### src/rtl/core/ssd_pkg.sv
// Shared types, codes and constants for the supply source detector.
package ssd_pkg;

  // Sample and configuration widths.
  localparam int SAMPLE_W   = 13;
  localparam int MARGIN_W   = 10;
  localparam int COUNT_W    = 4;
  localparam int CFG_IDX_W  = 3;
  localparam int WINDOW_DEF = 10;

  // The debounce run counter saturates at its all-ones value.
  localparam logic [COUNT_W-1:0] RUN_MAX = '1;

  // Register reset values.
  localparam logic [SAMPLE_W-1:0] ENTER_RST  = 13'd4280;
  localparam logic [SAMPLE_W-1:0] LEAVE_RST  = 13'd4180;
  localparam logic [MARGIN_W-1:0] MARGIN_RST = 10'd20;
  localparam logic [COUNT_W-1:0]  DEBOUNCE_RST = 4'd5;
  localparam logic [COUNT_W-1:0]  BOOT_RST     = 4'd5;

  // Configuration register indexes.
  typedef enum logic [CFG_IDX_W-1:0] {
    CFG_ENTER    = 3'd0,
    CFG_LEAVE    = 3'd1,
    CFG_MARGIN   = 3'd2,
    CFG_DEBOUNCE = 3'd3,
    CFG_BOOT     = 3'd4
  } cfg_idx_t;

  // Supply source and vote codes.
  typedef enum logic [1:0] {
    SRC_UNKNOWN = 2'd0,
    SRC_PLUGGED = 2'd1,
    SRC_BATTERY = 2'd2
  } src_t;

  // Per-sample classification flags handed from the window to the voter.
  typedef struct packed {
    logic plug_hit;
    logic batt_hit;
    logic full;
    logic boot_ok;
  } ssd_flags_t;

endpackage

### src/rtl/core/ssd_cell.sv
// One cell of the sample window: holds a sample and passes it down the chain.
module ssd_cell (
  input  logic                         clk,
  input  logic                         shift,
  input  logic [ssd_pkg::SAMPLE_W-1:0] d,
  output logic [ssd_pkg::SAMPLE_W-1:0] q
);
  import ssd_pkg::*;

  // The sample moves one place towards the oldest end on every new transaction.
  always_ff @(posedge clk) begin
    if (shift) begin
      q <= d;
    end
  end

endmodule

### src/rtl/core/ssd_window.sv
// Sample window: chain of cells, fill count, running half sums and threshold flags.
module ssd_window #(
  parameter int WINDOW = ssd_pkg::WINDOW_DEF,
  localparam int HALF  = WINDOW / 2,
  localparam int SUM_W = ssd_pkg::SAMPLE_W + $clog2(HALF)
) (
  input  logic                         clk,
  input  logic                         rst,
  input  logic                         shift,
  input  logic                         adv,
  input  logic [ssd_pkg::SAMPLE_W-1:0] sample_mv,
  input  logic [ssd_pkg::SAMPLE_W-1:0] enter_mv,
  input  logic [ssd_pkg::SAMPLE_W-1:0] leave_mv,
  input  logic [ssd_pkg::COUNT_W-1:0]  boot_min,
  output logic                         s1_valid,
  output ssd_pkg::ssd_flags_t          s1_flags,
  output logic [SUM_W-1:0]             old_sum,
  output logic [SUM_W-1:0]             new_sum
);
  import ssd_pkg::*;

  localparam int FILL_W = $clog2(WINDOW + 1);

  logic [SAMPLE_W-1:0] cell_q [WINDOW];
  logic [FILL_W-1:0]   fill;
  logic [FILL_W-1:0]   fill_next;
  logic [SUM_W-1:0]    old_sum_next;
  logic [SUM_W-1:0]    new_sum_next;
  logic [SAMPLE_W-1:0] new_drop;
  logic [SAMPLE_W-1:0] old_add;
  logic [SAMPLE_W-1:0] old_drop;

  // Row of cells; the newest sample enters at the top end.
  for (genvar i = 0; i < WINDOW; i++) begin : g_cell
    if (i == WINDOW - 1) begin : g_head
      ssd_cell u_cell (.clk(clk), .shift(shift), .d(sample_mv), .q(cell_q[i]));
    end else begin : g_body
      ssd_cell u_cell (.clk(clk), .shift(shift), .d(cell_q[i+1]), .q(cell_q[i]));
    end
  end

  // Fill count saturates once every cell holds a sample.
  assign fill_next = (fill == FILL_W'(WINDOW)) ? fill : fill + 1'b1;

  // Half sums follow the shift; a cell only counts once it has been written.
  assign new_drop = (fill >= FILL_W'(HALF)) ? cell_q[WINDOW-HALF] : '0;
  assign old_add  = (fill >= FILL_W'(WINDOW - HALF)) ? cell_q[HALF] : '0;
  assign old_drop = (fill == FILL_W'(WINDOW)) ? cell_q[0] : '0;

  assign new_sum_next = new_sum + SUM_W'(sample_mv) - SUM_W'(new_drop);
  assign old_sum_next = old_sum + SUM_W'(old_add) - SUM_W'(old_drop);

  // Fill count and half sums.
  always_ff @(posedge clk) begin
    if (rst) begin
      fill    <= '0;
      old_sum <= '0;
      new_sum <= '0;
    end else if (shift) begin
      fill    <= fill_next;
      old_sum <= old_sum_next;
      new_sum <= new_sum_next;
    end
  end

  // First pipeline stage: threshold, full and boot flags of the accepted sample.
  always_ff @(posedge clk) begin
    if (rst) begin
      s1_valid <= 1'b0;
    end else if (adv) begin
      s1_valid <= shift;
    end
  end

  always_ff @(posedge clk) begin
    if (shift) begin
      s1_flags.plug_hit <= (sample_mv >= enter_mv);
      s1_flags.batt_hit <= (sample_mv <= leave_mv);
      s1_flags.full     <= (fill_next == FILL_W'(WINDOW));
      s1_flags.boot_ok  <= (8'(fill_next) >= 8'(boot_min));
    end
  end

`ifndef SYNTHESIS
  a_fill_range : assert property (@(posedge clk) disable iff (rst)
    fill <= FILL_W'(WINDOW))
    else $error("window fill count beyond window length");

  a_fill_hold : assert property (@(posedge clk) disable iff (rst)
    !shift |=> $stable(fill) && $stable(old_sum) && $stable(new_sum))
    else $error("window state moved without a transaction");

  a_fill_sticky : assert property (@(posedge clk) disable iff (rst)
    fill == FILL_W'(WINDOW) |=> fill == FILL_W'(WINDOW))
    else $error("full window lost its fill count");
`endif

endmodule

### src/rtl/core/ssd_vote.sv
// Half means, slope vote, hysteresis vote and debounce of the supply source.
module ssd_vote #(
  parameter int WINDOW = ssd_pkg::WINDOW_DEF,
  localparam int HALF  = WINDOW / 2,
  localparam int SUM_W = ssd_pkg::SAMPLE_W + $clog2(HALF)
) (
  input  logic                         clk,
  input  logic                         rst,
  input  logic                         adv,
  input  logic                         s1_valid,
  input  ssd_pkg::ssd_flags_t          s1_flags,
  input  logic [SUM_W-1:0]             old_sum,
  input  logic [SUM_W-1:0]             new_sum,
  input  logic [ssd_pkg::MARGIN_W-1:0] slope_margin,
  input  logic [ssd_pkg::COUNT_W-1:0]  debounce_count,
  output logic                         out_valid,
  output ssd_pkg::src_t                src_q,
  output ssd_pkg::src_t                vote_q,
  output logic                         changed_q
);
  import ssd_pkg::*;

  // Division by HALF as a multiplication by a rounded-up reciprocal.
  localparam int RSH = SUM_W + $clog2(HALF);
  localparam logic [RSH:0] RECIP = (RSH+1)'(((64'd1 << RSH) + 64'(HALF) - 64'd1) / 64'(HALF));
  localparam int PROD_W = SUM_W + RSH + 1;

  logic                s2_valid;
  ssd_flags_t          s2_flags;
  logic [SAMPLE_W-1:0] old_mean;
  logic [SAMPLE_W-1:0] new_mean;
  logic [PROD_W-1:0]   old_prod;
  logic [PROD_W-1:0]   new_prod;
  logic signed [SAMPLE_W:0] slope;
  logic signed [SAMPLE_W:0] margin_s;
  src_t                slope_vote;
  src_t                raw_vote;
  src_t                vote_next;
  src_t                cur_src;
  src_t                cur_src_next;
  src_t                pend_vote;
  src_t                pend_vote_next;
  logic [COUNT_W-1:0]  pend_run;
  logic [COUNT_W-1:0]  pend_run_next;
  logic                changed_next;
  logic                update;

  // Second stage: truncated means of both halves.
  assign old_prod = PROD_W'(old_sum) * PROD_W'(RECIP);
  assign new_prod = PROD_W'(new_sum) * PROD_W'(RECIP);

  always_ff @(posedge clk) begin
    if (rst) begin
      s2_valid <= 1'b0;
    end else if (adv) begin
      s2_valid <= s1_valid;
    end
  end

  always_ff @(posedge clk) begin
    if (adv && s1_valid) begin
      s2_flags <= s1_flags;
      old_mean <= old_prod[RSH +: SAMPLE_W];
      new_mean <= new_prod[RSH +: SAMPLE_W];
    end
  end

  // Slope against the margin.
  assign slope    = $signed({1'b0, new_mean}) - $signed({1'b0, old_mean});
  assign margin_s = $signed((SAMPLE_W+1)'(slope_margin));

  always_comb begin
    priority if (slope > margin_s) begin
      slope_vote = SRC_PLUGGED;
    end else if (slope < -margin_s) begin
      slope_vote = SRC_BATTERY;
    end else begin
      slope_vote = SRC_UNKNOWN;
    end
  end

  // Thresholds first, the plugged test winning; slope only in band with a full window.
  always_comb begin
    priority if (s2_flags.plug_hit) begin
      raw_vote = SRC_PLUGGED;
    end else if (s2_flags.batt_hit) begin
      raw_vote = SRC_BATTERY;
    end else if (!s2_flags.full) begin
      raw_vote = SRC_UNKNOWN;
    end else begin
      raw_vote = slope_vote;
    end
  end

  // Debounce: track the run of agreeing votes and switch the source after enough.
  always_comb begin
    cur_src_next   = cur_src;
    pend_vote_next = pend_vote;
    pend_run_next  = pend_run;
    changed_next   = 1'b0;
    vote_next      = SRC_UNKNOWN;
    if (s2_flags.boot_ok) begin
      vote_next = raw_vote;
      if (raw_vote == SRC_UNKNOWN) begin
        pend_run_next = '0;
      end else begin
        if (raw_vote == pend_vote) begin
          pend_run_next = (pend_run == RUN_MAX) ? RUN_MAX : pend_run + 1'b1;
        end else begin
          pend_vote_next = raw_vote;
          pend_run_next  = COUNT_W'(1);
        end
        if (pend_run_next >= debounce_count && raw_vote != cur_src) begin
          cur_src_next = raw_vote;
          changed_next = 1'b1;
        end
      end
    end
  end

  assign update = adv && s2_valid;

  // Debounce state.
  always_ff @(posedge clk) begin
    if (rst) begin
      cur_src   <= SRC_UNKNOWN;
      pend_vote <= SRC_UNKNOWN;
      pend_run  <= '0;
    end else if (update) begin
      cur_src   <= cur_src_next;
      pend_vote <= pend_vote_next;
      pend_run  <= pend_run_next;
    end
  end

  // Output register of the result transaction.
  always_ff @(posedge clk) begin
    if (rst) begin
      out_valid <= 1'b0;
    end else if (adv) begin
      out_valid <= s2_valid;
    end
  end

  always_ff @(posedge clk) begin
    if (update) begin
      src_q     <= cur_src_next;
      vote_q    <= vote_next;
      changed_q <= changed_next;
    end
  end

`ifndef SYNTHESIS
  a_change_follows_vote : assert property (@(posedge clk) disable iff (rst)
    out_valid && changed_q |-> vote_q == src_q && src_q != SRC_UNKNOWN)
    else $error("source change does not match the vote");

  a_source_hold : assert property (@(posedge clk) disable iff (rst)
    !update |=> $stable(cur_src) && $stable(pend_vote) && $stable(pend_run))
    else $error("debounce state moved without a result");

  a_run_has_vote : assert property (@(posedge clk) disable iff (rst)
    pend_run != '0 |-> pend_vote != SRC_UNKNOWN)
    else $error("debounce run without a pending vote");
`endif

endmodule

### src/rtl/core/supply_source_detector.sv
// Supply source detector top level: configuration registers and pipeline control.
//
// Each sample transaction yields one result transaction, offered after the flag and
// mean registers, and a new sample is taken in every cycle in which the output
// register is free or being emptied: the window is a row of WINDOW cells that shift
// once per sample, with the two half sums kept as running totals, so the only
// per-sample work is one add and subtract, one reciprocal multiply for each half
// mean and the debounce update, spread over the three pipeline stages. The whole
// pipeline holds while a finished result waits to be taken. Until WINDOW samples
// are taken, an in-band sample votes unknown. The user must write configuration
// while no transaction is in flight; the block itself does not enforce it.
module supply_source_detector #(
  parameter int WINDOW = ssd_pkg::WINDOW_DEF
) (
  input  logic                          clk,
  input  logic                          rst,
  input  logic                          in_valid,
  output logic                          in_ready,
  input  logic [ssd_pkg::SAMPLE_W-1:0]  sample_mv,
  output logic                          out_valid,
  input  logic                          out_ready,
  output logic [1:0]                    source,
  output logic [1:0]                    vote,
  output logic                          changed,
  input  logic                          cfg_valid,
  output logic                          cfg_ready,
  input  logic [ssd_pkg::CFG_IDX_W-1:0] cfg_index,
  input  logic [ssd_pkg::SAMPLE_W-1:0]  cfg_data
);
  import ssd_pkg::*;

  localparam int HALF  = WINDOW / 2;
  localparam int SUM_W = SAMPLE_W + $clog2(HALF);

  logic [SAMPLE_W-1:0] enter_mv;
  logic [SAMPLE_W-1:0] leave_mv;
  logic [MARGIN_W-1:0] slope_margin;
  logic [COUNT_W-1:0]  debounce_count;
  logic [COUNT_W-1:0]  boot_min;
  logic                adv;
  logic                accept;
  logic                s1_valid;
  ssd_flags_t          s1_flags;
  logic [SUM_W-1:0]    old_sum;
  logic [SUM_W-1:0]    new_sum;
  src_t                src_q;
  src_t                vote_q;

  // Configuration registers; writes outside the register list are dropped.
  assign cfg_ready = 1'b1;

  always_ff @(posedge clk) begin
    if (rst) begin
      enter_mv       <= ENTER_RST;
      leave_mv       <= LEAVE_RST;
      slope_margin   <= MARGIN_RST;
      debounce_count <= DEBOUNCE_RST;
      boot_min       <= BOOT_RST;
    end else if (cfg_valid) begin
      unique case (cfg_idx_t'(cfg_index))
        CFG_ENTER:    enter_mv       <= cfg_data;
        CFG_LEAVE:    leave_mv       <= cfg_data;
        CFG_MARGIN:   slope_margin   <= cfg_data[MARGIN_W-1:0];
        CFG_DEBOUNCE: debounce_count <= cfg_data[COUNT_W-1:0];
        CFG_BOOT:     boot_min       <= cfg_data[COUNT_W-1:0];
        default: ;
      endcase
    end
  end

  // The pipeline advances whenever the output register is free or being emptied.
  assign adv      = !out_valid || out_ready;
  assign in_ready = adv;
  assign accept   = in_valid && adv;

  ssd_window #(.WINDOW(WINDOW)) u_window (
    .clk       (clk),
    .rst       (rst),
    .shift     (accept),
    .adv       (adv),
    .sample_mv (sample_mv),
    .enter_mv  (enter_mv),
    .leave_mv  (leave_mv),
    .boot_min  (boot_min),
    .s1_valid  (s1_valid),
    .s1_flags  (s1_flags),
    .old_sum   (old_sum),
    .new_sum   (new_sum)
  );

  ssd_vote #(.WINDOW(WINDOW)) u_vote (
    .clk            (clk),
    .rst            (rst),
    .adv            (adv),
    .s1_valid       (s1_valid),
    .s1_flags       (s1_flags),
    .old_sum        (old_sum),
    .new_sum        (new_sum),
    .slope_margin   (slope_margin),
    .debounce_count (debounce_count),
    .out_valid      (out_valid),
    .src_q          (src_q),
    .vote_q         (vote_q),
    .changed_q      (changed)
  );

  assign source = src_q;
  assign vote   = vote_q;

endmodule

### config.mk
export PLATFORM = sky130hd
export DESIGN_NAME = supply_source_detector
export DESIGN_NICKNAME = d
export VERILOG_FILES = /design/src/rtl/core/ssd_pkg.sv /design/src/rtl/core/ssd_cell.sv /design/src/rtl/core/ssd_window.sv /design/src/rtl/core/ssd_vote.sv /design/src/rtl/core/supply_source_detector.sv
export SDC_FILE = /design/constraint.sdc
export NUM_CORES = 1
export LEC_CHECK = 0
export BUFFER_PORTS_ARGS = -buffer_cell sky130_fd_sc_hd__buf_2
export CAP_MARGIN = 20
export CORE_ASPECT_RATIO = 1.4
export CORE_MARGIN = 2
export CORE_UTILIZATION = 50
export DETAILED_ROUTE_END_ITERATION = 6
export GPL_TIMING_DRIVEN = 0
export PLACE_DENSITY_LB_ADDON = 0.08
export SYNTH_ARGS = -nofsm -noshare
export SYNTH_HDL_FRONTEND = slang
export SYNTH_SLANG_ARGS = --single-unit
### constraint.sdc
create_clock -name clk -period 7.7 [get_ports clk]
set_input_delay 0.385 -clock clk [delete_from_list [all_inputs] [get_ports clk]]
set_output_delay 0.385 -clock clk [all_outputs]
set_load 0.02 [all_outputs]
==> reports/results.ini <==
[worst_hold_path]
whs_path_depth=1
min-delay-path-class=in2reg
hp-start=sample_mv[0]
min_to=u_window.g_cell[9].g_head.u_cell.q[0]

[floorplan]
pin_count=42
num_rows=89
die_w_um=179
initial_core_util=0.508
die_y_um=249
core_mm2=0.0423
die_area_mm2=0.0447

[clock_tree]
clkSinkCount=260
cts_setup_buffers=0
cts_buffers=25
h-tree-depth=1
post_cts_resized=0
clk_latency_ps=550
ctsHoldBuffers=0
clk_path_buf_depth=3
cts_tree=built
cts-root-buf=clkbuf_16
path_clk_slew_ps=70

[setup_path]
r2r_end=u_vote.new_mean[12]
worstPathMaxFanout=7
required_ps=7990
reg2reg_slack_ps=1210
crit_start=u_window.new_sum[5]
critPathArrivalTime_ps=6780
crit_path_end_kind=flip-flop
path_class=reg2reg
start_kind=flip-flop
r2r_start=u_window.new_sum[5]
r2r_cells=20

[timing]
max_freq_mhz=154
setup_viol=0
slew_violations=0
relSlewSlack=0.417
final.setup.tns_ps=0
worst_slew_pin_slew_ps=875
min_period_ps=6490
rsz0062_at_grt=no
skew_ps=12.3
fin_crit_sh=0.843
hold_viol_final=0

[global_routing]
grt_max_degree=75
grt_pass1_vias=14600
antenna_found_initial=0
grt_use_total=0.224
gr-total-overflow=0
grt_pass1_wl_um=76900

[place]
portBuffers=40
dpl.hpwl_um=40400
gp_congestion=0.914

[finish]
syn_to_final_growth_pct=8.43
final_net_count=2725
final_cell_mix=inv_1, ha_1, fa_1
drive_gt1_frac=0.0471
n_antenna_cell=0
final_common_cell=inv_1

[synth]
avgSynthCellArea_um2=10.4
ys.warnings.count=0
netlist-cell-type-count=75
synthTopCellsByArea=edfxtp_1, ha_1, fa_1
syn_inst=2074
ys_seq_elements=260
synth-main-ff-cell=edfxtp_1
synth-seq-area-share=0.321
synth.net_count=2654
synth_edf_count=169
netlist_area_mm2=0.0215
synth_top_area_cell=edfxtp_1
async_flop_share=0
yosysTopAreaCellShare=0.236

[drt]
drcViolationCount=0
first_pass_iters=7
dr_total_vias=14300
ant_nets=0
wl_um=48200
wl_per_cell_um=17.8
drt_iter0_drc=603
viasPerCell=5.27

[outcome]
status=finished, final reports clean

[run]
maxCapViolations=0

-- worst max-delay path: stages, from the launching register on --
cell and delay (ps):
dfxtp_1 660, ha_1 380, ha_1 300, inv_1 50, fa_1 500, fa_1 570, fa_1 560, inv_1 60
fa_1 500, ha_1 370, nand2_1 80, nor2_1 40, a2111oi_0 550, buf_2 250, a31oi_1 110, o21ai_0 260
a21boi_0 220, o211ai_1 280, a41oi_1 190, a21oi_1 220, xnor2_1 80
-- stage by stage --
stage	instances	util	hold WS (ps)	setup WS, ps	cell area, µm²
6_report	2710	0.550	67.1	1210	23300
5_1_grt	2710	0.550	54.5	734	23300
4_1_cts	2710	0.550	44.3	1130	23300
3_5_place_dp	2664	0.531	405	1170	22500
3_3_place_gp	2660	0.529	401	248	22400
2_1_floorplan	2074	-	400	2170	21500
-- flip-flops by register name, summed over array words and instances, names as in the netlist, 2 cells and up --
name                             flops
u_vote.cur_src                       2
slope_margin                        10
u_vote.old_mean                     13
u_vote.s2_flags                      4
enter_mv                            13
u_window.fill                        4
u_vote.src_q                         2
u_vote.new_mean                     13
leave_mv                            13
u_window.s1_flags                    4
u_window.old_sum                    16
u_window.new_sum                    16
u_window.g_cell.g_head.u_cell.q     13
debounce_count                       4
u_vote.pend_run                      4
u_window.g_cell.g_body.u_cell.q    117
boot_min                             4
u_vote.pend_vote                     2
u_vote.vote_q                        2
-- worst max-delay path by stage --
stage | end | slack [ps]
after floorplan | u_vote.new_mean[9] | 2170
after global placement | u_window.g_cell[9].g_head.u_cell.q[8] | 250
after detailed placement | u_vote.new_mean[12] | 1170
after CTS | u_vote.new_mean[12] | 1130
after global routing | u_vote.new_mean[12] | 730
final | u_vote.new_mean[12] | 1210
-- synthesized netlist by cell type (12+ instances only) --
master,number
inv_1,473
ha_1,357
fa_1,189
edfxtp_1,169
nand2_1,156
a21oi_1,105
nor2_1,94
dfxtp_1,91
xnor2_1,46
o21ai_0,41
clkbuf_1,27
nand3_1,24
o21a_1,24
nor3_1,23
and2_1,22
o211ai_1,20
nor2b_1,19
a21o_1,17
xor2_1,17
nand4_1,13
a211oi_1,12
-- layer usage --
layer	vias up	wire length [µm]	track usage
li1	6992	-	-
met1	6973	19500	0.267
met2	230	25700	0.415
met3	81	1340	0.0206
met4	0	1610	0.0747
met5	-	0	0
-- cell type report --
type	count	area, µm²
inverters	473	1780
fillers	3839	19000
flip-flops and latches	260	6900
multi-input cells	1312	12700
repair buffers	44	288
well taps	546	683
clock inverters	17	154
plain buffers	29	116
clock buffers	29	683
-- cells by family (layout without fill, tap and decap cells) --
| logic type | count (synthesis) | after routing | synth area share |
|---|---|---|---|
| AOI/OAI and AO/OA | 290 | 290 | 0.0892 |
| xor gates and xnor gates | 63 | 63 | 0.0257 |
| adders and majority gates | 547 | 547 | 0.385 |
| buffers and inverters | 502 | 592 | 0.0879 |
| DFF | 260 | 260 | 0.321 |
| muxes | 9 | 9 | 0.00419 |
| other | 1 | 1 | 0.000175 |
| and+or+nand+nor | 402 | 402 | 0.0871 |
Power is left out: the tool's default activity adds up to more than one toggle a clock period on the data nets, which glitch-free logic cannot reach.
